==> config.mk <==
export PLATFORM = sky130hd
export DESIGN_NAME = rc_series_circuit_step_unit
export DESIGN_NICKNAME = d
export VERILOG_FILES = /design/src/rtl/rcs_pkg.sv /design/src/rtl/rc_series_circuit_step_unit.sv /design/src/rtl/rcs_serial_mac.sv /design/src/rtl/rcs_serial_div.sv
export SDC_FILE = /design/constraint.sdc
export NUM_CORES = 2
export LEC_CHECK = 0
export BUFFER_PORTS_ARGS = -buffer_cell sky130_fd_sc_hd__buf_2
export CORE_UTILIZATION = 40
export CTS_CLUSTER_DIAMETER = 120
export DETAILED_ROUTE_END_ITERATION = 10
export GPL_TIMING_DRIVEN = 0
export PLACE_DENSITY = 0.52
export SLEW_MARGIN = 10
export SYNTH_ARGS = -nofsm -noshare
export SYNTH_HDL_FRONTEND = slang
export SYNTH_HIERARCHICAL = 1
export SYNTH_SLANG_ARGS = --single-unit
==> constraint.sdc <==
create_clock -name clk -period 15.33 [get_ports clk]
set_input_delay 0.7665 -clock clk [delete_from_list [all_inputs] [get_ports clk]]
set_output_delay 0.7665 -clock clk [all_outputs]
set_load 0.005 [all_outputs]
==> src/rtl/rcs_pkg.sv <==
package rcs_pkg;

	// Value format
	localparam int VW = 32;
	// Divisor: 2*RC + H fits in 50 bits
	localparam int DW = 50;
	// Numerator magnitude width
	localparam int NW = 96;
	// Coefficient (signed) width
	localparam int AW = 51;
	// Config register width
	localparam int CW = 24;

	typedef enum logic [1:0] {
		METH_FWD  = 2'd0,
		METH_BWD  = 2'd1,
		METH_TRAP = 2'd2,
		METH_HOLD = 2'd3
	} meth_t;

	typedef enum logic [1:0] {
		CFG_METHOD = 2'd0,
		CFG_RES    = 2'd1,
		CFG_CAP    = 2'd2,
		CFG_STEP   = 2'd3
	} cfg_idx_t;

	typedef enum logic [2:0] {
		ST_IDLE,
		ST_MUL,
		ST_DIV,
		ST_OUT
	} state_t;

endpackage

==> src/rtl/rc_series_circuit_step_unit.sv <==
// Series RC step unit, shift-add multiplier and restoring divider shared over two values.
// Per value: two multiply-adds (51 multiplier bits) and one divide (96 quotient bits); the
// result is then committed from ST_OUT.
// One item in flight; a new sample is taken only in ST_IDLE. A finished item waits in
// ST_OUT while the output register still holds a result not yet taken.
// Reset (arst_n low): state to zero, method 0, R=1000, C=1000000 pF, h=1000 ns.
module rc_series_circuit_step_unit (
	input  logic                         clk,
	input  logic                         arst_n,
	input  logic                         cfg_we,
	input  logic [1:0]                   cfg_index,
	input  logic [rcs_pkg::CW-1:0]       cfg_data,
	input  logic                         in_valid,
	output logic                         in_ready,
	input  logic signed [rcs_pkg::VW-1:0] source_voltage,
	output logic                         out_valid,
	input  logic                         out_ready,
	output logic signed [rcs_pkg::VW-1:0] capacitor_voltage,
	output logic signed [rcs_pkg::VW-1:0] resistor_current
);
	localparam int AW = rcs_pkg::AW;
	localparam int NW = rcs_pkg::NW;

	rcs_pkg::state_t state_q, state_d;
	logic [1:0]              meth_q;
	logic [rcs_pkg::CW-1:0]  res_q, cap_q, stp_q;
	logic signed [rcs_pkg::VW-1:0] last_q, vc_q, cur_q, vin_q;
	logic [1:0]              phase_q;
	logic                    sel_q;
	logic signed [NW:0]      acc_q;
	logic signed [rcs_pkg::VW-1:0] vc_out_q, cur_out_q;
	logic                    oval_q;

	// Coefficients, computed from registers (narrow products kept in one stage)
	logic [rcs_pkg::CW-1:0]  r_e, c_e, h_e;
	logic [47:0]             rc;
	logic [33:0]             h;
	logic [33:0]             k;
	logic signed [AW-1:0]    coef_a, coef_bv_m, coef_bi_m;
	logic signed [AW-1:0]    bv_x, bi_x;
	logic [rcs_pkg::DW-1:0]  den;
	logic signed [rcs_pkg::VW:0] dv, sp;

	always_comb begin
		r_e = (res_q == '0) ? rcs_pkg::CW'(1) : res_q;
		c_e = (cap_q == '0) ? rcs_pkg::CW'(1) : cap_q;
		h_e = (stp_q == '0) ? rcs_pkg::CW'(1) : stp_q;
		rc  = 48'(r_e) * 48'(c_e);
		h   = 34'(h_e) * 34'd1000;
		k   = 34'(c_e) * 34'd1000;
		dv  = (rcs_pkg::VW+1)'(vin_q) - (rcs_pkg::VW+1)'(last_q);
		sp  = (rcs_pkg::VW+1)'(vin_q) + (rcs_pkg::VW+1)'(last_q);
		unique case (rcs_pkg::meth_t'(meth_q))
			rcs_pkg::METH_FWD: begin
				coef_a = AW'(rc) - AW'(h);
				den = rcs_pkg::DW'(rc);
				coef_bv_m = AW'(h); bv_x = AW'(last_q);
				coef_bi_m = AW'(k); bi_x = AW'(dv);
			end
			rcs_pkg::METH_BWD: begin
				coef_a = AW'(rc);
				den = rcs_pkg::DW'(rc) + rcs_pkg::DW'(h);
				coef_bv_m = AW'(h); bv_x = AW'(vin_q);
				coef_bi_m = AW'(k); bi_x = AW'(dv);
			end
			rcs_pkg::METH_TRAP: begin
				coef_a = (AW'(rc) <<< 1) - AW'(h);
				den = (rcs_pkg::DW'(rc) << 1) + rcs_pkg::DW'(h);
				coef_bv_m = AW'(h); bv_x = AW'(sp);
				coef_bi_m = AW'(k) <<< 1; bi_x = AW'(dv);
			end
			default: begin
				coef_a = '0; den = rcs_pkg::DW'(1);
				coef_bv_m = '0; bv_x = '0;
				coef_bi_m = '0; bi_x = '0;
			end
		endcase
	end

	// Multiplier operand select: phase 0 bias term, phase 1 state term
	logic                 mac_start, mac_done, div_start, div_done;
	logic signed [AW-1:0] ma, mb;
	logic signed [NW:0]   mc, mac_acc;
	logic [rcs_pkg::VW-1:0] quo;

	always_comb begin
		if (phase_q == 2'd0) begin
			ma = sel_q ? coef_bi_m : coef_bv_m;
			mb = sel_q ? bi_x : bv_x;
			mc = '0;
		end else begin
			ma = coef_a;
			mb = sel_q ? AW'(cur_q) : AW'(vc_q);
			mc = acc_q;
		end
	end

	rcs_serial_mac u_mac (
		.clk(clk), .arst_n(arst_n), .start(mac_start),
		.a(ma), .b(mb), .c(mc), .done(mac_done), .acc(mac_acc)
	);

	rcs_serial_div u_div (
		.clk(clk), .arst_n(arst_n), .start(div_start),
		.num(acc_q), .den(den), .done(div_done), .quo(quo)
	);

	// Control
	logic kick_q;
	always_comb begin
		state_d   = state_q;
		mac_start = 1'b0;
		div_start = 1'b0;
		unique case (state_q)
			rcs_pkg::ST_IDLE: if (in_valid && in_ready) state_d = rcs_pkg::ST_MUL;
			rcs_pkg::ST_MUL: begin
				mac_start = kick_q;
				if (mac_done && phase_q == 2'd1) state_d = rcs_pkg::ST_DIV;
			end
			rcs_pkg::ST_DIV: begin
				div_start = kick_q;
				if (div_done) state_d = sel_q ? rcs_pkg::ST_OUT : rcs_pkg::ST_MUL;
			end
			rcs_pkg::ST_OUT: if (!oval_q) state_d = rcs_pkg::ST_IDLE;
			default: state_d = rcs_pkg::ST_IDLE;
		endcase
	end

	assign in_ready = (state_q == rcs_pkg::ST_IDLE);

	always_ff @(posedge clk or negedge arst_n) begin
		if (!arst_n) begin
			state_q <= rcs_pkg::ST_IDLE;
			meth_q  <= 2'd0;
			res_q   <= rcs_pkg::CW'(1000);
			cap_q   <= rcs_pkg::CW'(1000000);
			stp_q   <= rcs_pkg::CW'(1000);
			last_q  <= '0;
			vc_q    <= '0;
			cur_q   <= '0;
			oval_q  <= 1'b0;
			phase_q <= 2'd0;
			sel_q   <= 1'b0;
			kick_q  <= 1'b0;
			capacitor_voltage <= '0;
			resistor_current  <= '0;
		end else begin
			state_q <= state_d;
			// Start pulse for the next serial unit
			kick_q  <= (state_q == rcs_pkg::ST_IDLE && in_valid && in_ready) ||
				(state_q == rcs_pkg::ST_MUL && mac_done) ||
				(state_q == rcs_pkg::ST_DIV && div_done && !sel_q);
			if (cfg_we) begin
				unique case (rcs_pkg::cfg_idx_t'(cfg_index))
					rcs_pkg::CFG_METHOD: meth_q <= cfg_data[1:0];
					rcs_pkg::CFG_RES:    res_q  <= cfg_data;
					rcs_pkg::CFG_CAP:    cap_q  <= cfg_data;
					rcs_pkg::CFG_STEP:   stp_q  <= cfg_data;
					default: ;
				endcase
			end
			if (out_valid && out_ready) oval_q <= 1'b0;
			unique case (state_q)
				rcs_pkg::ST_IDLE: if (in_valid && in_ready) begin
					phase_q <= 2'd0;
					sel_q   <= 1'b0;
				end
				rcs_pkg::ST_MUL: if (mac_done) begin
					if (phase_q == 2'd0) phase_q <= 2'd1;
				end
				rcs_pkg::ST_DIV: if (div_done) begin
					if (!sel_q) begin
						sel_q   <= 1'b1;
						phase_q <= 2'd0;
					end
				end
				// Commit once the output register is free
				rcs_pkg::ST_OUT: if (!oval_q) begin
					if (meth_q != rcs_pkg::METH_HOLD) begin
						vc_q  <= vc_out_q;
						cur_q <= cur_out_q;
						capacitor_voltage <= vc_out_q;
						resistor_current  <= cur_out_q;
					end else begin
						capacitor_voltage <= vc_q;
						resistor_current  <= cur_q;
					end
					last_q <= vin_q;
					oval_q <= 1'b1;
				end
				default: ;
			endcase
		end
	end

	// Datapath registers
	always_ff @(posedge clk) begin
		if (state_q == rcs_pkg::ST_IDLE && in_valid && in_ready) vin_q <= source_voltage;
		if (mac_done) acc_q <= mac_acc;
		if (div_done) begin
			if (sel_q) cur_out_q <= quo;
			else vc_out_q <= quo;
		end
	end

	assign out_valid = oval_q;

	// Checks
	a_no_accept_busy: assert property (@(posedge clk) disable iff (!arst_n)
		(state_q != rcs_pkg::ST_IDLE) |-> !in_ready) else $error("accept while busy");
	a_out_hold: assert property (@(posedge clk) disable iff (!arst_n)
		(out_valid && !out_ready) |=> (out_valid && $stable(capacitor_voltage)))
		else $error("result dropped");
	a_div_after_mul: assert property (@(posedge clk) disable iff (!arst_n)
		div_start |-> (state_q == rcs_pkg::ST_DIV)) else $error("divide out of order");
endmodule

==> src/rtl/rcs_serial_mac.sv <==
// Bit-serial signed multiply-accumulate: acc = a*b + c, one multiplier bit per cycle.
module rcs_serial_mac (
	input  logic                        clk,
	input  logic                        arst_n,
	input  logic                        start,
	input  logic signed [rcs_pkg::AW-1:0] a,
	input  logic signed [rcs_pkg::AW-1:0] b,
	input  logic signed [rcs_pkg::NW:0]   c,
	output logic                        done,
	output logic signed [rcs_pkg::NW:0]   acc
);
	localparam int CNTW = $clog2(rcs_pkg::AW + 1);

	logic signed [rcs_pkg::NW:0]   acc_q;
	logic signed [rcs_pkg::NW:0]   mcand_q;
	logic        [rcs_pkg::AW-1:0] mplier_q;
	logic        [CNTW-1:0]        cnt_q;
	logic                          busy_q;
	logic                          done_q;

	// Step counter; done pulses the cycle after the last step, with acc final
	always_ff @(posedge clk or negedge arst_n) begin
		if (!arst_n) begin
			busy_q <= 1'b0;
			cnt_q  <= '0;
			done_q <= 1'b0;
		end else begin
			done_q <= busy_q && !start && (cnt_q == CNTW'(rcs_pkg::AW - 1));
			if (start) begin
				busy_q <= 1'b1;
				cnt_q  <= '0;
			end else if (busy_q) begin
				cnt_q <= cnt_q + 1'b1;
				if (cnt_q == CNTW'(rcs_pkg::AW - 1))
					busy_q <= 1'b0;
			end
		end
	end

	// Shift-add over multiplier bits; top bit carries negative weight
	always_ff @(posedge clk) begin
		if (start) begin
			acc_q    <= c;
			mcand_q  <= (rcs_pkg::NW+1)'(a);
			mplier_q <= b;
		end else if (busy_q) begin
			if (mplier_q[0]) begin
				if (cnt_q == CNTW'(rcs_pkg::AW - 1))
					acc_q <= acc_q - mcand_q;
				else
					acc_q <= acc_q + mcand_q;
			end
			mcand_q  <= mcand_q <<< 1;
			mplier_q <= mplier_q >> 1;
		end
	end

	assign done = done_q;
	assign acc  = acc_q;
endmodule

==> src/rtl/rcs_serial_div.sv <==
// Restoring divider, one quotient bit per cycle, with rounding and saturation.
module rcs_serial_div (
	input  logic                        clk,
	input  logic                        arst_n,
	input  logic                        start,
	input  logic signed [rcs_pkg::NW:0]   num,
	input  logic [rcs_pkg::DW-1:0]        den,
	output logic                        done,
	output logic [rcs_pkg::VW-1:0]        quo
);
	localparam int CNTW = $clog2(rcs_pkg::NW + 1);

	logic [rcs_pkg::NW-1:0] n_q;
	logic [rcs_pkg::NW-1:0] q_q;
	logic [rcs_pkg::DW:0]   r_q;
	logic [rcs_pkg::DW-1:0] d_q;
	logic                   neg_q;
	logic                   busy_q;
	logic                   done_q;
	logic [CNTW-1:0]        cnt_q;
	logic [rcs_pkg::NW:0]   mag;
	logic [rcs_pkg::DW:0]   r_sh;
	logic [rcs_pkg::VW-1:0] lim;

	// Magnitude plus half divisor (fits: |num| < 2^95)
	always_comb begin
		mag  = num[rcs_pkg::NW] ? -num : num;
		mag  = mag + (rcs_pkg::NW+1)'(den >> 1);
		r_sh = {r_q[rcs_pkg::DW-1:0], n_q[rcs_pkg::NW-1]};
		lim  = {1'b0, {(rcs_pkg::VW-1){1'b1}}} + rcs_pkg::VW'(neg_q);
	end

	// Step counter; done pulses the cycle after the last quotient bit
	always_ff @(posedge clk or negedge arst_n) begin
		if (!arst_n) begin
			busy_q <= 1'b0;
			cnt_q  <= '0;
			done_q <= 1'b0;
		end else begin
			done_q <= busy_q && !start && (cnt_q == CNTW'(rcs_pkg::NW - 1));
			if (start) begin
				busy_q <= 1'b1;
				cnt_q  <= '0;
			end else if (busy_q) begin
				cnt_q <= cnt_q + 1'b1;
				if (cnt_q == CNTW'(rcs_pkg::NW - 1))
					busy_q <= 1'b0;
			end
		end
	end

	always_ff @(posedge clk) begin
		if (start) begin
			n_q   <= mag[rcs_pkg::NW-1:0];
			q_q   <= '0;
			r_q   <= '0;
			d_q   <= den;
			neg_q <= num[rcs_pkg::NW];
		end else if (busy_q) begin
			n_q <= n_q << 1;
			if (r_sh >= {1'b0, d_q}) begin
				r_q <= r_sh - {1'b0, d_q};
				q_q <= {q_q[rcs_pkg::NW-2:0], 1'b1};
			end else begin
				r_q <= r_sh;
				q_q <= {q_q[rcs_pkg::NW-2:0], 1'b0};
			end
		end
	end

	// Saturate magnitude, then restore sign
	always_comb begin
		if (q_q[rcs_pkg::NW-1:rcs_pkg::VW] != '0 || q_q[rcs_pkg::VW-1:0] > lim)
			quo = neg_q ? -lim : lim;
		else
			quo = neg_q ? -q_q[rcs_pkg::VW-1:0] : q_q[rcs_pkg::VW-1:0];
	end

	assign done = done_q;
endmodule

# [Yosys cells after proc, flatten, opt, wreduce, memory -nomap -nowiden]
# Cells that the tools add are included.
[classes] mul=3 n_eq_ne=19 n_reduce_logical=44 add_sub_neg=16 muxes=61 n_bitwise=2 magnitude_cmp=2
[ops] operator="97-bit two-way mux" n=7
[ops] operator="51-bit two-way mux" n=8
[ops] operator="51-bit case mux with 3 select lines" n=2
[ops] operator="96-bit two-way mux" n=3
[ops] operator="50-bit case mux with 3 select lines" n=1
[ops] operator="97-bit adder" n=1
[ops] operator="97-bit subtractor" n=1
[ops] operator="96-bit by 49-bit adder with 96-bit output" n=1
[ops] operator="32-bit two-way mux" n=3
[ops] operator="96-bit negation" n=1
[ops] operator="24-bit zero test" n=3
[ops] operator="24-bit two-way mux" n=3
[ops] operator="35-bit case mux with 2 select lines" n=1
[ops] operator="32-bit negation" n=2
[ops] operator="64-bit nonzero test" n=1
[ops] operator="24-bit by 7-bit multiplier with 31-bit output, second input constant" n=2
[ops] operator="51-bit by 50-bit >= comparator with 1-bit output" n=1
[ops] operator="49-bit by 34-bit adder with 50-bit output" n=1
[ops] operator="50-bit two-way mux" n=1
[ops] operator="49-bit by 34-bit subtractor with 50-bit output" n=1
[ops] operator="50-bit subtractor" n=1
[ops] operator="48-bit by 34-bit adder with 49-bit output" n=1
[ops] operator="48-bit by 34-bit subtractor with 49-bit output" n=1
[ops] operator="24-bit by 24-bit multiplier with 48-bit output" n=1
[ops] operator="other kinds (37)" n=99
[word_totals] in_bits=63 elab_cells=177 out_inout_bits=66 register_bits=926

# [Depth between registers and ports, before layout]
[depth] depth_word=7 depth_mapped=56

# [By module]
# The synthesis kept the hierarchy.
[by_module_without_submodules] mod="rc_series_circuit_step_unit" cells_per_inst=6052 n_inst=1 area_per_inst_um2=54981.5
[by_module_without_submodules] mod="rcs_serial_div" cells_per_inst=2623 n_inst=1 area_per_inst_um2=22967.0
[by_module_without_submodules] mod="rcs_serial_mac" cells_per_inst=2005 n_inst=1 area_per_inst_um2=18706.7

# [Worst setup path before layout]
# OpenSTA, ideal clock, no wires.
[synth_timing] path_type="register to register" startpoint="reg cap_q[3] in the netlist's numbering" endpoint="reg u_div/n_q[69] in the netlist's numbering, data pin" path_slack_ns=2.200 t_arrival_ns=12.870 required_ns=15.070 stages_incl_launch_ff=51 synth_period_minus_slack_ns=13.130 cell_sequence="dfrtp_1 > clkbuf_1 > nor4_1 > nand4_1 > nor3_1 > or2_2 > clkbuf_1 > clkbuf_1 > and2_1 > fa_1 > inv_1 > fa_1 > fa_1 > fa_1 > inv_1 > fa_1 > fa_1 > inv_1 > [15 not listed] > a21oi_1 > o31ai_1 > a211oi_1 > nor3_1 > o311a_1 > a211oi_1 > a311oi_1 > ha_1 > a21o_1 > a21o_1 > a21o_1 > a41o_1 > a21boi_0 > a311oi_1 > o31ai_1 > a211oi_2 > xnor2_1 > mux2_2"
[synth_via] elab_chain_cells=7 word_cells_on_any_way=8
[synth_rtl] element="from (decl)" line="rc_series_circuit_step_unit.sv:26" source="logic [rcs_pkg::CW-1:0] res_q, cap_q, stp_q;"
[synth_rtl] element="from (signal assigned)" line="rc_series_circuit_step_unit.sv:136" source="cap_q <= rcs_pkg::CW'(1000000);"
[synth_rtl] element="from (signal assigned)" line="rc_series_circuit_step_unit.sv:157" source="rcs_pkg::CFG_CAP: cap_q <= cfg_data;"
[synth_rtl] element="24-bit zero test" line="rc_series_circuit_step_unit.sv:46" source="c_e = (cap_q == '0) ? rcs_pkg::CW'(1) : cap_q;"
[synth_rtl] element="24-bit two-way mux (*)" line="rc_series_circuit_step_unit.sv:46"
[synth_rtl] element="24-bit by 24-bit multiplier with 48-bit output (*)" line="rc_series_circuit_step_unit.sv:48" source="rc = 48'(r_e) * 48'(c_e);"
[synth_rtl] element="49-bit by 34-bit adder with 50-bit output / 48-bit by 34-bit adder with 49-bit output (equally long branches)" line="rc_series_circuit_step_unit.sv:68, rc_series_circuit_step_unit.sv:62"
[synth_rtl] element="50-bit case mux with 3 select lines (*)" line="rc_series_circuit_step_unit.sv:53" source="unique case (rcs_pkg::meth_t'(meth_q))"
[synth_rtl] element="via den, one bit" line="rc_series_circuit_step_unit.sv:41" source="logic [rcs_pkg::DW-1:0] den;"
[synth_rtl] element="96-bit by 49-bit adder with 96-bit output (*)" line="rcs_serial_div.sv:28" source="mag = mag + (rcs_pkg::NW+1)'(den >> 1);"
[synth_rtl] element="96-bit two-way mux (*)" line="rcs_serial_div.sv:53" source="if (start) begin"
[synth_rtl] element="to (signal assigned)" line="rcs_serial_div.sv:54" source="n_q <= mag[rcs_pkg::NW-1:0];"
[synth_rtl] element="to (signal assigned)" line="rcs_serial_div.sv:60" source="n_q <= n_q << 1;"
[synth_rtl] element="to (decl)" line="rcs_serial_div.sv:13" source="logic [rcs_pkg::NW-1:0] n_q;"
# Mark *: on every way through the listed nets, which the timed path passes. The rest lies on a longest branch.
# A chain may end at the register's enable or synchronous reset.

# [Worst setup path after layout]
[layout_timing] startpoint="reg cap_q[8] in the netlist's numbering" endpoint="reg u_div/n_q[51] in the netlist's numbering, data pin"
# Same word-level chain as after synthesis.

==> flow_summary.ini <==
[grt]
track_usage_pct = 30.54
grt_overflow = 0
grt_pass1_vias = 82110
antenna_found_initial = 38
grt_pass1_wl_microns = 552800
grt_max_degree = 91

[clock_network]
h-tree-depth = 3
cts_made_buffers = 106
clock_latency_ns = 0.81
clkSinkCount = 924
cts_tree = done
clockBufferDepth = 3
cts-root-buf = clkbuf_16
path_clk_slew_ns = 0.06

[worst_setup_path]
arrival_ns = 15.51
max_stage_delay_ns = 0.56
cp_slowest_cell = fa_1
path_max_fanout = 10
cp_common_cell = fa_1
crit_type = reg2reg
critPathLaunchType = register
worstSetupEndpointType = register
critical_path_required_ns = 15.85

[logic_synthesis]
synth-seq-cells = 924
synth_cells = 10680
synth_edf_count = 585
synth_cell_types = 118
synth_seq_area_share_pct = 26.22
synth_area_sq_mm = 0.09666
synth_nets = 12140
synthFlopType = edfxtp_1
synth-async-reset-ratio_pct = 20.89
avgSynthCellArea_sq_um = 9.050
yosysWarnings = 6

[place]
dpl.hpwl_microns = 305700
placed_cells = 14010
portBuffers = 128
place.gp.congestion = 1.017
placed_cell_area_sq_mm = 0.1018

[worst_hold_path]
hp-class = in2reg

[outcome]
status = completed

[floorplanning]
io_pins = 129
die_area_sq_mm = 0.2436
initial_core_util_pct = 40.22
die_w_microns = 493.6
core_area_sq_mm = 0.2403
die_y_microns = 493.6
rows = 180

[timing]
relSlewSlack_pct = 1.979
fmax_ghz = 0.06674
finClkSkew_ns = 0.1171
hold_ws_ns = 0.1606
hold_viol_final = 0
min_period_ns = 14.98
worst_pin_slew_ns = 1.470
drv_slew = 0
finalSetupViolCount = 0
period_share_pct = 97.74

[drt]
routed_wirelength_microns = 377100
first_iter_violations = 8837
drc = 0
wl_met3_microns = 35230
ant_nets = 0
routed.top_layer = met5
wl_met1_microns = 163600
viasPerCell = 5.883
via_count = 83740
wire_per_inst_microns = 26.49
wl_met2_microns = 159900
first_pass_iters = 6

[cells_and_area]
layout.nets = 12410
layout-drive-gt1-share_pct = 8.465
utilization_pct = 44.16
fin_cells = 14230
fin_area_sq_mm = 0.1061
area_growth_syn_to_layout_pct = 9.790

[job]
drv_cap = 0
## state kept, by name (all words and copies together) (netlist names), 7 cells and up
| signal | count |
|---|---|
| acc_q | 97 |
| u_mac/acc | 97 |
| u_mac/mcand_q | 97 |
| u_div/n_q | 96 |
| u_div/q_q | 96 |
| u_mac/mplier_q | 51 |
| u_div/d_q | 50 |
| u_div/r_q | 50 |
| cur_out_q | 32 |
| cur_q | 32 |
| last_q | 32 |
| vc_out_q | 32 |
| vc_q | 32 |
| vin_q | 32 |
| cap_q | 24 |
| res_q | 24 |
| stp_q | 24 |
| u_div/cnt_q | 7 |
## logic make-up after synthesis
family          share of synthesized area, %
compound gates                         15.75
xor+xnor                               6.176
fa+ha+maj                              23.26
buf+inv                                6.751
flops                                  26.22
mux                                    5.849
simple gates                           16.00
## cell type report
cell class,count,area [sq um]
Buffer,550,2142
Timing Repair Buffer,166,1196
Clock inverter,55,701.9
Tap cell,3185,3985
Fill cell,23580,134200
Clock buffer,145,2962
Antenna cell,14,35.03
Multi-Input combinational cell,8027,65360
Inverter,1167,4387
Sequential cell,924,25350
## synthesized netlist by cell type, types with 42 or more instances
master,n,area (sq um)
mux2i_1,189,1892
xor2_1,214,1874
xnor2_1,462,4046
or3_1,89,556.8
fa_1,661,13230
o31ai_1,100,750.7
edfxtp_1,585,17570
nand2b_1,80,500.5
o211ai_1,59,442.9
and2_1,465,2909
nor2_1,715,2684
and3_1,50,312.8
o21a_1,66,495.5
ha_1,739,9246
nand4_1,131,819.5
nor3_1,161,805.8
a21o_1,181,1359
a31oi_1,74,462.9
o41ai_1,42,367.9
nor2b_1,68,425.4
a21oi_1,594,2973
a211oi_1,72,540.5
o22ai_1,90,563.0
inv_1,1159,4350
nor4_1,92,575.6
nand2_1,890,3341
dfrtp_1,174,4354
o21bai_1,94,705.7
mux2_2,334,3761
a311oi_1,53,464.2
clkbuf_1,512,1922
nand3_1,128,640.6
dfxtp_1,146,2923
or4_1,50,375.4
o21ai_0,552,2763
## layer usage
metal	vias to the layer above	GRT usage [%]
li1	37690	-
met5	-	0
met1	41460	42.24
met2	3843	45.65
met3	732	6.892
met4	10	12.95
## stage by stage
stage	TNS, ns	worst slack, ns
floorplan	0	2.200
global placement	-132.71	-3.112
detailed placement	-116.11	-2.640
CTS	0	0.007963
global route	-0.2196	-0.04667
finish	0	0.3463
## final timing paths
path | startpoint | end | slack (ns) | cells after the start
worst min-delay path | source_voltage[1] | vin_q[1]$_DFFE_PP_ | 0.16 | 1
worst max register to register | cap_q[8]$_DFFE_PN0P_ | u_div/n_q[51]$_DFFE_PP_ | 0.35 | 50
worst max-delay path | cap_q[8]$_DFFE_PN0P_ | u_div/n_q[51]$_DFFE_PP_ | 0.35 | 50
min in group asynchronous | arst_n | state_q[1]$_DFFE_PN0P_ | 0.45 | 2
worst min register to register | u_mac/acc[95]$_DFFE_PP_ | acc_q[95]$_DFFE_PP_ | 0.44 | 0
max in group asynchronous | arst_n | cap_q[7]$_DFFE_PN0P_ | 14.03 | 3
## cell usage in the layout (no fill, tap or decap), drive strengths merged, types with 181 or more instances in the layout
cell	instances
mux2i	189
nor2	718
a21oi	596
clkbuf	648
xnor2	464
nand2	890
inv	1174
mux2	334
fa	661
ha	739
o21ai	562
a21o	181
and2	466
xor2	215
edfxtp	585
buf	212
## critical path, delay by kind of cell, from the launching register on
| family | cells | cell delay [ns] |
|---|---|---|
| DFF | 1 | 0.55 |
| and+or+nand+nor | 19 | 4.69 |
| adders and majority gates | 10 | 4.72 |
| AOI/OAI and AO/OA | 8 | 1.81 |
| buffers and inverters | 9 | 1.75 |
| muxes | 1 | 0.29 |
| xor gates and xnor gates | 3 | 0.91 |
## repair_timing
item,in CTS,in global routing
gates resized for setup,50,61
buffers inserted,10,9
endpoints found under the setup margin,66,55
endpoints found under the hold margin,20,0
pin swaps,5,7
hold buffers,1,0
gates cloned,0,0
Power is left out: the tool's default activity adds up to more than one toggle a clock period on the data nets, which glitch-free logic cannot reach.
